$ cat src/sv/hflt_pkg.sv
// Package: shared types and constants of the hex float literal converter.
`default_nettype none
package hflt_pkg;

    // Literal kinds
    localparam logic [1:0] KIND_HEX = 2'd0;
    localparam logic [1:0] KIND_INF = 2'd1;
    localparam logic [1:0] KIND_NAN = 2'd2;
    localparam logic [1:0] KIND_BAD = 2'd3;

    // Characters of interest
    localparam logic [7:0] CH_MINUS = 8'h2d;
    localparam logic [7:0] CH_PLUS  = 8'h2b;
    localparam logic [7:0] CH_DOT   = 8'h2e;
    localparam logic [7:0] CH_COLON = 8'h3a;
    localparam logic [7:0] CH_ZERO  = 8'h30;
    localparam logic [7:0] CH_NINE  = 8'h39;
    localparam logic [7:0] CH_X     = 8'h78;

    localparam int unsigned NIBBLE_BITS = 4;

    // Encodings
    localparam logic [63:0] F32_QNAN      = 64'h0000_0000_0040_0000;
    localparam logic [63:0] F64_QNAN      = 64'h0008_0000_0000_0000;
    localparam logic [63:0] F32_FRAC_MASK = 64'h0000_0000_007f_ffff;
    localparam logic [63:0] F64_FRAC_MASK = 64'h000f_ffff_ffff_ffff;
    localparam logic [63:0] F32_EXP_ALL   = 64'h0000_0000_7f80_0000;
    localparam logic [63:0] F64_EXP_ALL   = 64'h7ff0_0000_0000_0000;

    // Exponent limits (unbiased range endpoints)
    localparam int F32_EMAX = 127;
    localparam int F64_EMAX = 1023;
    localparam int F32_EMIN = -126;
    localparam int F64_EMIN = -1022;
    localparam int F32_P    = 24;
    localparam int F64_P    = 53;

    // Queue depth between front and back
    localparam int QDEPTH = 4;
    localparam int QAW    = $clog2(QDEPTH);

    typedef struct packed {
        logic [1:0] command;
        logic       double_precision;
        logic [7:0] character;
        logic       last_char;
    } t_req;

    typedef struct packed {
        logic [63:0] result_bits;
        logic        ok;
    } t_res;

    // One finished literal, handed from front to back
    typedef struct packed {
        logic               special;  // bits already final in acc
        logic               ok;
        logic               neg;
        logic               wide;
        logic [63:0]        acc;
        logic signed [16:0] exps;
        logic signed [15:0] dot;
    } t_rec;

endpackage
`default_nettype wire

$ cat src/sv/hflt_front.sv
// Front end: per-character literal parser, emits one record per literal.
`default_nettype none
module hflt_front (
    input  wire                  i_clk,
    input  wire                  i_rst_n,
    input  wire                  i_accept,
    input  hflt_pkg::t_req       i_req,
    output logic                 o_push,
    output hflt_pkg::t_rec       o_rec
);

    typedef enum logic [7:0] {
        PH_START   = 8'b0000_0001,
        PH_SKIP    = 8'b0000_0010,
        PH_TAGPFX  = 8'b0000_0100,
        PH_PAYLOAD = 8'b0000_1000,
        PH_MANT    = 8'b0001_0000,
        PH_EXPSIGN = 8'b0010_0000,
        PH_EXPDIG  = 8'b0100_0000,
        PH_IGNORE  = 8'b1000_0000
    } t_phase;

    t_phase             r_phase, n_phase;
    logic               r_neg, n_neg;
    logic [1:0]         r_kind, n_kind;
    logic               r_wide, n_wide;
    logic               r_dot_seen, n_dot_seen;
    logic [63:0]        r_acc, n_acc;
    logic [15:0]        r_pend, n_pend;
    logic [7:0]         r_width, n_width;
    logic signed [15:0] r_dot, n_dot;
    logic [15:0]        r_exp, n_exp;
    logic               r_exp_neg, n_exp_neg;
    logic               r_perr, n_perr;

    function automatic logic signed [15:0] sat16(input logic signed [17:0] v);
        if (v > 18'sd32767)       return 16'sh7fff;
        else if (v < -18'sd32768) return 16'sh8000;
        else                      return v[15:0];
    endfunction

    function automatic logic [15:0] exp_step(input logic [15:0] e, input logic [7:0] c);
        logic [19:0] v;
        v = ({4'd0, e} << 3) + ({4'd0, e} << 1) + {16'd0, 4'(c - hflt_pkg::CH_ZERO)};
        if (c < hflt_pkg::CH_ZERO || c > hflt_pkg::CH_NINE) return e;
        else if (v > 20'd65535)                             return 16'hffff;
        else                                                return v[15:0];
    endfunction

    logic [7:0]  c;
    logic        is_hex;
    logic [3:0]  dig;
    logic [7:0]  lim;
    logic [1:0]  len;
    logic [7:0]  w_dec;
    logic [7:0]  want;
    logic [63:0] pay;
    logic [16:0] p_sum;
    logic [15:0] p2;
    logic [63:0] sig_mask;
    logic signed [15:0] dot_fin;
    logic [63:0] sign_bits, exp_all, qnan;
    logic        nan_bad;

    always_comb begin
        c = i_req.character;
        is_hex = 1'b1;
        dig = 4'd0;
        if (c >= 8'h30 && c <= 8'h39)      dig = 4'(c - 8'h30);
        else if (c >= 8'h61 && c <= 8'h66) dig = 4'(c - 8'h57);
        else if (c >= 8'h41 && c <= 8'h46) dig = 4'(c - 8'h37);
        else                               is_hex = 1'b0;
    end

    always_comb begin
        n_phase = r_phase; n_neg = r_neg; n_kind = r_kind; n_wide = r_wide;
        n_dot_seen = r_dot_seen; n_acc = r_acc; n_pend = r_pend; n_width = r_width;
        n_dot = r_dot; n_exp = r_exp; n_exp_neg = r_exp_neg; n_perr = r_perr;
        lim = r_wide ? 8'd57 : 8'd28;
        sig_mask = r_wide ? hflt_pkg::F64_FRAC_MASK : hflt_pkg::F32_FRAC_MASK;
        len = 2'd0; w_dec = 8'd0; want = 8'd0; pay = 64'd0;
        p_sum = {1'b0, r_pend} + 17'(hflt_pkg::NIBBLE_BITS);
        p2 = p_sum[16] ? 16'hffff : p_sum[15:0];
        unique case (r_phase)
            PH_START: begin
                n_neg = 1'b0; n_dot_seen = 1'b0; n_acc = '0; n_pend = '0;
                n_width = '0; n_dot = '0; n_exp = '0; n_exp_neg = 1'b0; n_perr = 1'b0;
                n_kind = i_req.command;
                n_wide = i_req.double_precision;
                len = (i_req.command == hflt_pkg::KIND_HEX) ? 2'd2 : 2'd3;
                if (c == hflt_pkg::CH_MINUS || c == hflt_pkg::CH_PLUS) begin
                    n_neg = (c == hflt_pkg::CH_MINUS);
                end else begin
                    len = len - 2'd1;
                end
                if (i_req.command == hflt_pkg::KIND_INF
                        || i_req.command == hflt_pkg::KIND_BAD) begin
                    n_phase = PH_IGNORE;
                end else begin
                    n_width = {6'd0, len};
                    n_phase = PH_SKIP;
                end
            end
            PH_SKIP: begin
                w_dec = (r_width != 8'd0) ? r_width - 8'd1 : r_width;
                n_width = w_dec;
                if (w_dec == 8'd0) begin
                    n_acc = '0;
                    if (r_kind == hflt_pkg::KIND_HEX)      n_phase = PH_MANT;
                    else if (r_kind == hflt_pkg::KIND_NAN) n_phase = PH_TAGPFX;
                    else                                   n_phase = PH_IGNORE;
                end
            end
            PH_TAGPFX: begin
                want = (r_width == 8'd0) ? hflt_pkg::CH_COLON
                     : (r_width == 8'd1) ? hflt_pkg::CH_ZERO : hflt_pkg::CH_X;
                if (c != want) begin
                    n_perr = 1'b1;
                    n_phase = PH_IGNORE;
                end else begin
                    n_width = r_width + 8'd1;
                    if (r_width + 8'd1 >= 8'd3) begin
                        n_phase = PH_PAYLOAD;
                        n_acc = '0;
                    end
                end
            end
            PH_PAYLOAD: begin
                if (!r_perr) begin
                    if (!is_hex) begin
                        n_perr = 1'b1;
                    end else begin
                        pay = {r_acc[59:0], dig};
                        n_acc = pay;
                        if (pay > sig_mask) n_perr = 1'b1;
                    end
                end
            end
            PH_MANT: begin
                if (c == hflt_pkg::CH_DOT) begin
                    if (r_acc != 64'd0) n_dot = sat16(18'(r_dot) + $signed({2'b0, r_pend}));
                    n_pend = '0;
                    n_dot_seen = 1'b1;
                end else if (!is_hex) begin
                    if (!r_dot_seen) n_dot = sat16(18'(r_dot) + $signed({2'b0, r_pend}));
                    n_phase = PH_EXPSIGN;
                end else begin
                    n_pend = p2;
                    if (dig != 4'd0 && (r_acc == 64'd0
                            || ({9'd0, r_width} + {1'b0, p2}) <= {9'd0, lim})) begin
                        n_acc = ((r_acc != 64'd0) ? (r_acc << p2[5:0]) : r_acc)
                              | {60'd0, dig};
                        if (r_dot_seen) n_dot = sat16(18'(r_dot) - $signed({2'b0, p2}));
                        n_pend = '0;
                        n_width = r_width + 8'(hflt_pkg::NIBBLE_BITS);
                    end
                end
            end
            PH_EXPSIGN: begin
                if (c == hflt_pkg::CH_MINUS) n_exp_neg = 1'b1;
                else                         n_exp = exp_step(r_exp, c);
                n_phase = PH_EXPDIG;
            end
            PH_EXPDIG: n_exp = exp_step(r_exp, c);
            PH_IGNORE: ;
            default: ;
        endcase
        if (i_req.last_char) n_phase = PH_START;
    end

    // Build the record from the state after this character
    always_comb begin
        dot_fin = n_dot;
        if (n_phase == PH_MANT || (i_req.last_char && r_phase == PH_MANT
                && !(c == hflt_pkg::CH_DOT) && is_hex)) begin
            dot_fin = n_dot_seen ? n_dot : sat16(18'(n_dot) + $signed({2'b0, n_pend}));
        end
        sign_bits = n_wide ? {n_neg, 63'd0} : {32'd0, n_neg, 31'd0};
        exp_all = n_wide ? hflt_pkg::F64_EXP_ALL : hflt_pkg::F32_EXP_ALL;
        qnan = n_wide ? hflt_pkg::F64_QNAN : hflt_pkg::F32_QNAN;
        // phase before forcing back to start: recompute from current step
        nan_bad = n_perr
            || (r_phase == PH_TAGPFX && n_width != 8'd0 && !(n_perr)
                && n_width < 8'd3)
            || (r_phase == PH_SKIP && 1'b0)
            || ((r_phase == PH_PAYLOAD || (r_phase == PH_TAGPFX && n_width >= 8'd3))
                && n_acc == 64'd0);
        o_rec.special = (n_kind != hflt_pkg::KIND_HEX);
        o_rec.ok = 1'b1;
        o_rec.neg = n_neg;
        o_rec.wide = n_wide;
        o_rec.acc = n_acc;
        o_rec.exps = n_exp_neg ? -$signed({1'b0, n_exp}) : $signed({1'b0, n_exp});
        o_rec.dot = dot_fin;
        unique case (n_kind)
            hflt_pkg::KIND_HEX: ;
            hflt_pkg::KIND_INF: o_rec.acc = sign_bits | exp_all;
            hflt_pkg::KIND_NAN: begin
                if (nan_bad) begin
                    o_rec.ok = 1'b0;
                    o_rec.acc = '0;
                end else if (r_phase == PH_PAYLOAD
                        || (r_phase == PH_TAGPFX && n_width >= 8'd3)) begin
                    o_rec.acc = sign_bits | exp_all | n_acc;
                end else begin
                    o_rec.acc = sign_bits | exp_all | qnan;
                end
            end
            hflt_pkg::KIND_BAD: begin
                o_rec.ok = 1'b0;
                o_rec.acc = '0;
            end
            default: ;
        endcase
        o_push = i_accept && i_req.last_char;
    end

    always_ff @(posedge i_clk) begin
        if (!i_rst_n) begin
            r_phase <= PH_START; r_neg <= 1'b0; r_kind <= '0; r_wide <= 1'b0;
            r_dot_seen <= 1'b0; r_acc <= '0; r_pend <= '0; r_width <= '0;
            r_dot <= '0; r_exp <= '0; r_exp_neg <= 1'b0; r_perr <= 1'b0;
        end else if (i_accept) begin
            r_phase <= n_phase; r_neg <= n_neg; r_kind <= n_kind; r_wide <= n_wide;
            r_dot_seen <= n_dot_seen; r_acc <= n_acc; r_pend <= n_pend;
            r_width <= n_width; r_dot <= n_dot; r_exp <= n_exp;
            r_exp_neg <= n_exp_neg; r_perr <= n_perr;
        end
    end

endmodule
`default_nettype wire

$ cat src/sv/hflt_fifo.sv
// Short record queue between parser and converter.
`default_nettype none
module hflt_fifo (
    input  wire              i_clk,
    input  wire              i_rst_n,
    input  wire              i_push,
    input  hflt_pkg::t_rec   i_rec,
    input  wire              i_pop,
    output logic             o_full,
    output logic             o_avail,
    output hflt_pkg::t_rec   o_rec
);

    hflt_pkg::t_rec r_mem [hflt_pkg::QDEPTH];
    logic [hflt_pkg::QAW-1:0] r_wp, r_rp;
    logic [hflt_pkg::QAW:0]   r_cnt;
    logic do_push, do_pop;

    assign o_full  = (r_cnt == (hflt_pkg::QAW+1)'(hflt_pkg::QDEPTH));
    assign o_avail = (r_cnt != '0);
    assign o_rec   = r_mem[r_rp];
    assign do_push = i_push && !o_full;
    assign do_pop  = i_pop && o_avail;

    always_ff @(posedge i_clk) begin
        if (do_push) r_mem[r_wp] <= i_rec;
    end

    always_ff @(posedge i_clk) begin
        if (!i_rst_n) begin
            r_wp <= '0; r_rp <= '0; r_cnt <= '0;
        end else begin
            if (do_push) r_wp <= r_wp + 1'b1;
            if (do_pop)  r_rp <= r_rp + 1'b1;
            r_cnt <= r_cnt + (hflt_pkg::QAW+1)'(do_push) - (hflt_pkg::QAW+1)'(do_pop);
        end
    end

endmodule
`default_nettype wire

$ cat src/sv/hflt_back.sv
// Back end: normalize, round and encode one literal record, pipelined.
`default_nettype none
module hflt_back (
    input  wire              i_clk,
    input  wire              i_rst_n,
    input  wire              i_avail,
    input  hflt_pkg::t_rec   i_rec,
    output logic             o_pop,
    output logic             o_valid,
    input  wire              i_stall,
    output hflt_pkg::t_res   o_res
);

    typedef enum logic [4:0] {
        CLS_SPEC = 5'b00001,
        CLS_ZERO = 5'b00010,
        CLS_INF  = 5'b00100,
        CLS_NORM = 5'b01000,
        CLS_SUB  = 5'b10000
    } t_cls;

    logic adv;

    // stage 1
    logic               r1_v;
    hflt_pkg::t_rec     r1_rec;
    logic signed [17:0] r1_e0;
    logic [7:0]         r1_nz;
    logic [2:0]         r1_msb [8];

    // stage 2
    logic               r2_v;
    t_cls               r2_cls;
    logic               r2_neg, r2_wide, r2_ok, r2_left;
    logic [6:0]         r2_amt;
    logic [11:0]        r2_eb;
    logic [63:0]        r2_acc;

    // stage 3
    logic               r3_v;
    t_cls               r3_cls;
    logic               r3_neg, r3_wide, r3_ok, r3_rnd;
    logic [11:0]        r3_eb;
    logic [63:0]        r3_q;

    logic               r_ov;
    hflt_pkg::t_res     r_res, n_res;

    assign adv     = !r_ov || !i_stall;
    assign o_pop   = adv && i_avail;
    assign o_valid = r_ov;
    assign o_res   = r_res;

    // Stage 1: per-byte leading bit, combined exponent
    logic [7:0] n1_nz;
    logic [2:0] n1_msb [8];
    always_comb begin
        for (int i = 0; i < 8; i++) begin
            n1_nz[i] = |i_rec.acc[i*8 +: 8];
            n1_msb[i] = 3'd0;
            for (int b = 0; b < 8; b++) begin
                if (i_rec.acc[i*8 + b]) n1_msb[i] = 3'(b);
            end
        end
    end

    always_ff @(posedge i_clk) begin
        if (adv) begin
            r1_rec <= i_rec;
            r1_e0  <= 18'(i_rec.exps) + 18'(i_rec.dot);
            r1_nz  <= n1_nz;
            for (int i = 0; i < 8; i++) r1_msb[i] <= n1_msb[i];
        end
    end

    // Stage 2: significant width, class and shift amount
    logic [6:0]         bits;
    logic signed [18:0] e, emax, emin, snorm, ssub, s;
    logic [11:0]        eb;
    t_cls               cls;
    always_comb begin
        bits = 7'd0;
        for (int i = 0; i < 8; i++) begin
            if (r1_nz[i]) bits = {i[2:0], r1_msb[i]} + 7'd1;
        end
        emax = r1_rec.wide ? 19'(hflt_pkg::F64_EMAX) : 19'(hflt_pkg::F32_EMAX);
        emin = r1_rec.wide ? 19'(hflt_pkg::F64_EMIN) : 19'(hflt_pkg::F32_EMIN);
        e = 19'(r1_e0) + $signed({12'd0, bits}) - 19'sd1;
        snorm = $signed({12'd0, bits})
              - (r1_rec.wide ? 19'(hflt_pkg::F64_P) : 19'(hflt_pkg::F32_P));
        ssub = (r1_rec.wide ? -19'sd1074 : -19'sd149) - 19'(r1_e0);
        eb = 12'(e + emax);
        s = 19'sd0;
        if (r1_rec.special)              cls = CLS_SPEC;
        else if (r1_rec.acc == 64'd0)    cls = CLS_ZERO;
        else if (e > emax)               cls = CLS_INF;
        else if (e >= emin) begin
            cls = CLS_NORM;
            s = snorm;
        end else if (ssub > $signed({12'd0, bits})) begin
            cls = CLS_ZERO;
        end else begin
            cls = CLS_SUB;
            s = ssub;
        end
    end

    always_ff @(posedge i_clk) begin
        if (adv) begin
            r2_cls  <= cls;
            r2_neg  <= r1_rec.neg;
            r2_wide <= r1_rec.wide;
            r2_ok   <= r1_rec.ok;
            r2_acc  <= r1_rec.acc;
            r2_eb   <= eb;
            r2_left <= s < 19'sd0;
            r2_amt  <= (s < 19'sd0) ? 7'(-s) : 7'(s);
        end
    end

    // Stage 3: shift and round decision
    logic [63:0] q;
    logic [6:0]  am1;
    logic        rnd;
    always_comb begin
        am1 = r2_amt - 7'd1;
        rnd = 1'b0;
        if (r2_left) begin
            q = r2_acc << r2_amt;
        end else if (r2_amt == 7'd0) begin
            q = r2_acc;
        end else begin
            q = r2_acc >> r2_amt;
            rnd = r2_acc[am1[5:0]]
                & ((|(r2_acc & ~({64{1'b1}} << am1))) | q[0]);
        end
    end

    always_ff @(posedge i_clk) begin
        if (adv) begin
            r3_cls  <= r2_cls;
            r3_neg  <= r2_neg;
            r3_wide <= r2_wide;
            r3_ok   <= r2_ok;
            r3_eb   <= r2_eb;
            r3_q    <= q;
            r3_rnd  <= rnd;
        end
    end

    // Output stage: increment, renormalize, encode
    logic [63:0] m, mm, sgn, inf, smask;
    logic [11:0] eb1, ebmax;
    logic        carry;
    always_comb begin
        m = r3_q + {63'd0, r3_rnd};
        carry = r3_wide ? m[53] : m[24];
        mm = carry ? (m >> 1) : m;
        eb1 = r3_eb + {11'd0, carry};
        ebmax = r3_wide ? 12'd2046 : 12'd254;
        sgn = r3_wide ? {r3_neg, 63'd0} : {32'd0, r3_neg, 31'd0};
        inf = sgn | (r3_wide ? hflt_pkg::F64_EXP_ALL : hflt_pkg::F32_EXP_ALL);
        smask = r3_wide ? hflt_pkg::F64_FRAC_MASK : hflt_pkg::F32_FRAC_MASK;
        n_res.ok = 1'b1;
        unique case (r3_cls)
            CLS_SPEC: begin
                n_res.result_bits = r3_q;
                n_res.ok = r3_ok;
            end
            CLS_ZERO: n_res.result_bits = sgn;
            CLS_INF:  n_res.result_bits = inf;
            CLS_NORM: begin
                if (eb1 > ebmax) n_res.result_bits = inf;
                else n_res.result_bits = sgn | (mm & smask)
                    | (r3_wide ? ({52'd0, eb1} << 52) : ({52'd0, eb1} << 23));
            end
            CLS_SUB:  n_res.result_bits = sgn | m;
            default:  n_res.result_bits = sgn;
        endcase
    end

    always_ff @(posedge i_clk) begin
        if (adv) r_res <= n_res;
    end

    always_ff @(posedge i_clk) begin
        if (!i_rst_n) begin
            r1_v <= 1'b0; r2_v <= 1'b0; r3_v <= 1'b0; r_ov <= 1'b0;
        end else if (adv) begin
            r1_v <= i_avail;
            r2_v <= r1_v;
            r3_v <= r2_v;
            r_ov <= r3_v;
        end
    end

endmodule
`default_nettype wire

$ cat src/sv/hex_float_literal_to_ieee_bits.sv
// Top level: hex float, infinity and NaN literal text to IEEE binary32/64 bits.
//
//   channel   direction  valid     stall     payload
//   request   in         i_valid   o_stall   i_req  (command, precision, character, last)
//   result    out        o_valid   i_stall   o_res  (result_bits, ok)
//
// One character request is taken every cycle while the record queue has room.
// The last character of a literal pushes one record; the converter pipeline
// (leading-bit search, class and shift, shift and round, encode into the output
// register) accepts a new record every cycle while no result is held.
// A held result stalls the whole converter pipeline; a full queue raises o_stall.
// Synchronous active-low reset returns the parser to the start of a literal.
`default_nettype none
module hex_float_literal_to_ieee_bits (
    input  wire              i_clk,
    input  wire              i_rst_n,
    input  wire              i_valid,
    output logic             o_stall,
    input  hflt_pkg::t_req   i_req,
    output logic             o_valid,
    input  wire              i_stall,
    output hflt_pkg::t_res   o_res
);

    logic           accept, push, pop, full, avail;
    hflt_pkg::t_rec rec_in, rec_out;

    // Hold requests off while the queue is full
    assign o_stall = full;
    assign accept  = i_valid && !full;

    hflt_front u_front (
        .i_clk    (i_clk),
        .i_rst_n  (i_rst_n),
        .i_accept (accept),
        .i_req    (i_req),
        .o_push   (push),
        .o_rec    (rec_in)
    );

    hflt_fifo u_fifo (
        .i_clk    (i_clk),
        .i_rst_n  (i_rst_n),
        .i_push   (push),
        .i_rec    (rec_in),
        .i_pop    (pop),
        .o_full   (full),
        .o_avail  (avail),
        .o_rec    (rec_out)
    );

    hflt_back u_back (
        .i_clk    (i_clk),
        .i_rst_n  (i_rst_n),
        .i_avail  (avail),
        .i_rec    (rec_out),
        .o_pop    (pop),
        .o_valid  (o_valid),
        .i_stall  (i_stall),
        .o_res    (o_res)
    );

endmodule
`default_nettype wire
$ cat config.mk
export PLATFORM = sky130hd
export DESIGN_NAME = hex_float_literal_to_ieee_bits
export DESIGN_NICKNAME = d
export VERILOG_FILES = /design/src/sv/hflt_pkg.sv /design/src/sv/hflt_front.sv /design/src/sv/hflt_fifo.sv /design/src/sv/hflt_back.sv /design/src/sv/hex_float_literal_to_ieee_bits.sv
export SDC_FILE = /design/constraint.sdc
export NUM_CORES = 2
export LEC_CHECK = 0
export BUFFER_PORTS_ARGS = -buffer_cell sky130_fd_sc_hd__buf_2
export CORE_ASPECT_RATIO = 1.25
export CORE_MARGIN = 4
export CORE_UTILIZATION = 50
export DETAILED_ROUTE_END_ITERATION = 8
export PLACE_DENSITY = 0.68
export SLEW_MARGIN = 20
export SYNTH_ARGS = -nofsm -noshare
export SYNTH_HDL_FRONTEND = slang
export SYNTH_SLANG_ARGS = --single-unit
$ cat constraint.sdc
create_clock -name i_clk -period 12.1 [get_ports i_clk]
set_clock_uncertainty 0.2 [all_clocks]
set_input_delay 1.21 -clock i_clk [delete_from_list [all_inputs] [get_ports i_clk]]
set_output_delay 1.21 -clock i_clk [all_outputs]
set_load 0.02 [all_outputs]
# Yosys cells after proc, flatten, opt, wreduce, memory -nomap -nowiden
# Memory sizes are Yosys's and may differ from the RTL's. A register that Yosys moved wholly into a read port is not among the register bits.
# Cells that the tools add are included.
# totals
romBits	0
latch_bits	0
elab_cells	392
n_memories	2
reg_bits	482
ramBits	428
# op_classes
mul	0
reduce_logical	58
eq_ne	24
n_shift	4
div	0
n_bitwise	13
order_cmp	26
mux	182
addsub	37
# mem_list
name	depth	width	rd	rd_clocked_by_memory_dff	write_ports	line	source
u_fifo.r_mem	4	101	1	1	1	hflt_fifo.sv:14	hflt_pkg::t_rec r_mem [hflt_pkg::QDEPTH];
u_back.r1_msb	8	3	8	0	8	hflt_back.sv:29	logic [2:0] r1_msb [8];
# ops
cell	count
$mux W64	18
$or A64 B64 Y64	7
$mux W16	21
$pmux W64 S5	1
$pmux W64 S4	1
$logic_not A64 Y1	3
$pmux W64 S3	1
$mux W52	3
$and A64 B64 Y64	2
$mux W63	2
$mux W8	15
$mux W3	35
$mux W19	5
$mux W7	10
$add A64 B1 Y64	1
$gt A64 B64 Y1	1
$not A64 Y64	1
$or A64 B4 Y64	1
$pmux W16 S2	2
$reduce_bool A64 Y1	1
$reduce_or A64 Y1	1
$reduce_or A8 Y1	8
$shl A64 B6 Y64	1
$shl A64 B7 Y64	1
other kinds (93)	202

# Logic depth before layout (Yosys ltp)
# depth
ltp_word	19
ltp_mapped	47
ltp_nobuf	38

# Hierarchy
# Synthesis repeated with hierarchy kept, for this count alone.
# hier_totals
hier_cells	6888
hier_area_um2	64928.5
# modules_own_cells
module	cells_each	area_each_um2	seq_area_each_um2	instances
hflt_back	3076	28484.8	10890.4	1
hflt_front	3236	21376.8	2702.6	1
hflt_fifo	575	15053.2	12311.8	1
hex_float_literal_to_ieee_bits	1	13.8	0.0	1

# Least setup slack after synthesis
# No wires, ideal clock.
# synth_timing
path_kind	input-to-reg
startpoint	in i_stall
endpoint	reg u_fifo.r_cnt[2] (netlist bit)
n_path_buf	0
arrival_time_ns	10.859
required_time_ns	11.772
setup_time_ns	0.128
cell_stages	10
slack_ns	0.913
cell_sequence	nand2_1 > o31a_1 > ha_1 > inv_1 > ha_1 > inv_1 > fa_1 > xor2_1 > xnor2_1 > nor2_1
# synth_via
elab_chain_len	5
# synth_lines
element	line	source
start, declared	hex_float_literal_to_ieee_bits.sv:21	input wire i_stall,
$logic_not A1 Y1	hflt_back.sv:49	assign adv = !r_ov || !i_stall;
$logic_or A1 B1 Y1	hflt_back.sv:49	
$logic_and A1 B1 Y1	hflt_back.sv:50	assign o_pop = adv && i_avail;
$logic_and A1 B1 Y1	hflt_fifo.sv:23	assign do_pop = i_pop && o_avail;
via u_fifo.do_pop	hflt_fifo.sv:17	logic do_push, do_pop;
$sub A3 B1 Y3	hflt_fifo.sv:35	r_cnt <= r_cnt + (hflt_pkg::QAW+1)'(do_push) - (hflt_pkg::QAW+1)'(do_pop);
end signal, assigned	hflt_fifo.sv:35	
end, declared	hflt_fifo.sv:16	logic [hflt_pkg::QAW:0] r_cnt;
# The timed path passes the listed nets, and every way through them passes these cells.
# A chain may end at the register's enable or synchronous reset.

==> flow_metrics.py <==
metrics = {
    "global_route": {
        "antenna_found_initial": 3,
        "overflow": 0,
        "grtUsageMet2": 0.5629,
        "grt_max_degree": 194,
        "grt_use_met1": 0.4213,
        "grt_first_pass_wirelength_mm": 356.5,
        "grt_busiest_layer": "met2",
        "grt_pass1_vias": 54250,
        "met3_usage": 0.05768,
        "grt_usage": 0.3507,
    },
    "floorplanning": {
        "die_area_mm2": 0.1345,
        "io_pins": 83,
        "num_rows": 146,
        "die_h_um": 409.1,
        "start_util": 0.5054,
        "die_w_um": 328.9,
        "core_area_mm2": 0.1273,
    },
    "drt": {
        "routed_wl_mm": 243.4,
        "final_antenna_net_count": 0,
        "viasPerCell": 6.816,
        "drc": 0,
        "first_pass_iters": 9,
        "num_vias": 57400,
        "drt_iter0_drc": 7013,
        "wl_per_cell_um": 28.90,
    },
    "logic_synthesis": {
        "yosysSeqAreaShare": 0.4026,
        "ys_warn_count": 0,
        "synthesis.nets": 7089,
        "postSynthCellCount": 6821,
        "yosysTopAreaCell": "edfxtp_1",
        "synth-seq-cells": 912,
        "netlist.area_leader.share": 0.3565,
        "synth_cell_type_count": 100,
        "syn_area_per_cell_um2": 9.434,
        "ys_top_cells_by_area": "edfxtp_1, mux4_2, mux2i_1",
        "async_reset_ff_frac": 0,
        "synth_edf_count": 764,
        "syn_area_mm2": 0.06435,
        "synth_ff_type": "edfxtp_1",
        "yosysMostFrequentCell": "nor2_1",
        "yosys-top-cells-count": "nor2_1, edfxtp_1, nand2_1",
    },
    "cts": {
        "numCtsBuffers": 91,
        "ctsHoldBuffers": 0,
        "htree_levels": 3,
        "cts_resized": 0,
        "clkSinkCount": 912,
        "insertion_delay_ns": 0.73,
        "root_buffer": "clkbuf_16",
        "cts_tree": "done",
        "post-cts-setup-buffers": 0,
        "clk_pin_slew_worst_paths_ns": 0.07,
        "cts_buffer_depth": 3,
    },
    "placement": {
        "placed_cells": 8248,
        "place_congestion": 1.058,
        "port_buffers": 82,
        "hpwlAfterDp_mm": 177.1,
    },
    "power": {
        "vdd_drop_max_mv": 0.1958,
        "powerDensity_mw_per_mm2": 256.9,
        "p_leak_nw": 26.23,
    },
    "timing": {
        "worstMarginPinSlew_ns": 1.189,
        "finalHoldViolCount": 0,
        "whs_ns": 0.2049,
        "max_slew_margin": 0.2039,
        "setup-violations-final": 0,
        "finalSetupTns_ns": 0,
        "timing.final.crit_share": 0.9126,
        "max_freq_mhz": 90.56,
        "period_minus_slack_ns": 11.04,
        "maxSlewViolCount": 0,
        "rsz0062_at_grt": "no",
    },
    "final_layout": {
        "finalNonFillerCells": 8421,
        "drive_gt1_frac": 0.1036,
        "area_growth_pct": 8.174,
        "utilization": 0.5467,
        "nets": 6908,
    },
    "setup_path": {
        "critical-path-top-delay-family": "compound AO/OA/AOI/OAI gates",
        "worst_setup_path_end_kind": "register",
        "cpMaxStageDelayCell": "a2111oi_0",
        "critPathArrivalTime_ns": 11.33,
        "start_kind": "register",
        "critPathKind": "reg -> reg",
        "cp_max_fo": 16,
        "crit_buf_inv": 3,
        "cp.required_ns": 12.39,
        "slowest_delay_ns": 0.75,
    },
    "min_path": {
        "min_path_type": "reg -> reg",
    },
    "run": {
        "drv_cap": 0,
    },
    "outcome": {
        "status": "finished clean",
    },
}
## cell usage in the layout (no fill, tap or decap), drive strengths merged, types with 29 or more instances in the layout
| cell | n |
|---|---|
| nor2 | 836 |
| edfxtp | 764 |
| nand2 | 525 |
| o21ai | 500 |
| a21oi | 446 |
| mux2i | 318 |
| ha | 244 |
| buf | 240 |
| inv | 207 |
| dfxtp | 148 |
| mux4 | 146 |
| a211oi | 146 |
| o22ai | 138 |
| nor3 | 138 |
| nand3 | 134 |
| xnor2 | 133 |
| a22oi | 113 |
| clkbuf | 107 |
| nand2b | 106 |
| xor2 | 88 |
| mux2 | 76 |
| nand4 | 76 |
| nor4 | 63 |
| a21o | 57 |
| and3 | 57 |
| a221oi | 53 |
| a31oi | 52 |
| o211ai | 50 |
| nor2b | 50 |
| clkinv | 47 |
| o221ai | 45 |
| and2 | 34 |
| o21bai | 32 |
| o21a | 32 |
| or3 | 29 |
## worst reg2reg max path, delay by kind of cell, from the launching register on
| family | cells | cell delay [ns] |
|---|---|---|
| AO/OA/AOI/OAI | 20 | 5.61 |
| AND/OR/NAND/NOR | 9 | 3.24 |
| adder cells (fa/ha/maj) | 3 | 0.82 |
| flip-flops | 1 | 0.50 |
| buffers and inverters | 3 | 0.43 |
## report_power, final
group          switching, W  internal [W]
registers          0.000948       0.00443
logic               0.00609       0.00345
clock network       0.00129       0.00167
total               0.00833       0.00955
## layout make-up
type                    count  area, um2
diodes                      1      2.502
clock buffers             107       2337
clock inverters            64      800.8
fillers                 11240      57710
inverters                 208      788.3
multi-input cells        5187      35990
flip-flops and latches    912      25920
well taps                1702       2130
repair buffers            240       1644
## cells by family (layout without fill, tap and decap cells)
| group | after synthesis | after routing | synth area share |
|---|---|---|---|
| AOI/OAI and AO/OA | 2022 | 2022 | 0.2060 |
| xor gates and xnor gates | 221 | 221 | 0.03008 |
| adders and majority gates | 257 | 257 | 0.05071 |
| buffers and inverters | 722 | 619 | 0.04287 |
| DFF | 912 | 912 | 0.4026 |
| muxes | 540 | 540 | 0.1139 |
| other | 0 | 1 | 0 |
| and+or+nand+nor | 2147 | 2147 | 0.1540 |
## through the flow
stage / setup slack (ns) / power, W / cell area [um2]
floorplan: 0.9130 / 0.01152 / 64350
global placement: 1.533 / 0.01454 / 66430
detailed placement: 1.308 / 0.01464 / 66440
CTS: 1.338 / 0.01762 / 69570
global route: 0.3489 / 0.01880 / 69610
finish: 1.057 / 0.01788 / 69610
## registers in the layout, indices dropped and copies added, names as in the netlist, 18 cells and up, named ones only
signal	flops
u_back.r1_msb	24
u_back.o_res	65
u_back.r1_rec	68
u_back.r1_e0	18
u_back.r2_acc	64
u_front.r_acc	64
u_fifo.r_mem	404
u_back.r3_q	64
## worst paths after layout
path | cells after the start | start | slack [ns] | to
max | 35 | u_front.r_pend[10] | 1.06 | u_fifo.r_mem[0][11]
min | 0 | u_back.r2_ok | 0.20 | u_back.r3_ok
max reg2reg | 35 | u_front.r_pend[10] | 1.06 | u_fifo.r_mem[0][11]
min reg2reg | 0 | u_back.r2_ok | 0.20 | u_back.r3_ok
## per-layer routing
metal / part of all wire / vias to the layer above
met4: 0.094 / 2
met2: 0.46 / 3202
met5: 0.000053 / -
met1: 0.37 / 27600
met3: 0.079 / 1013
li1: - / 25580
No activity file was read; power rests on OpenSTA's default activity.
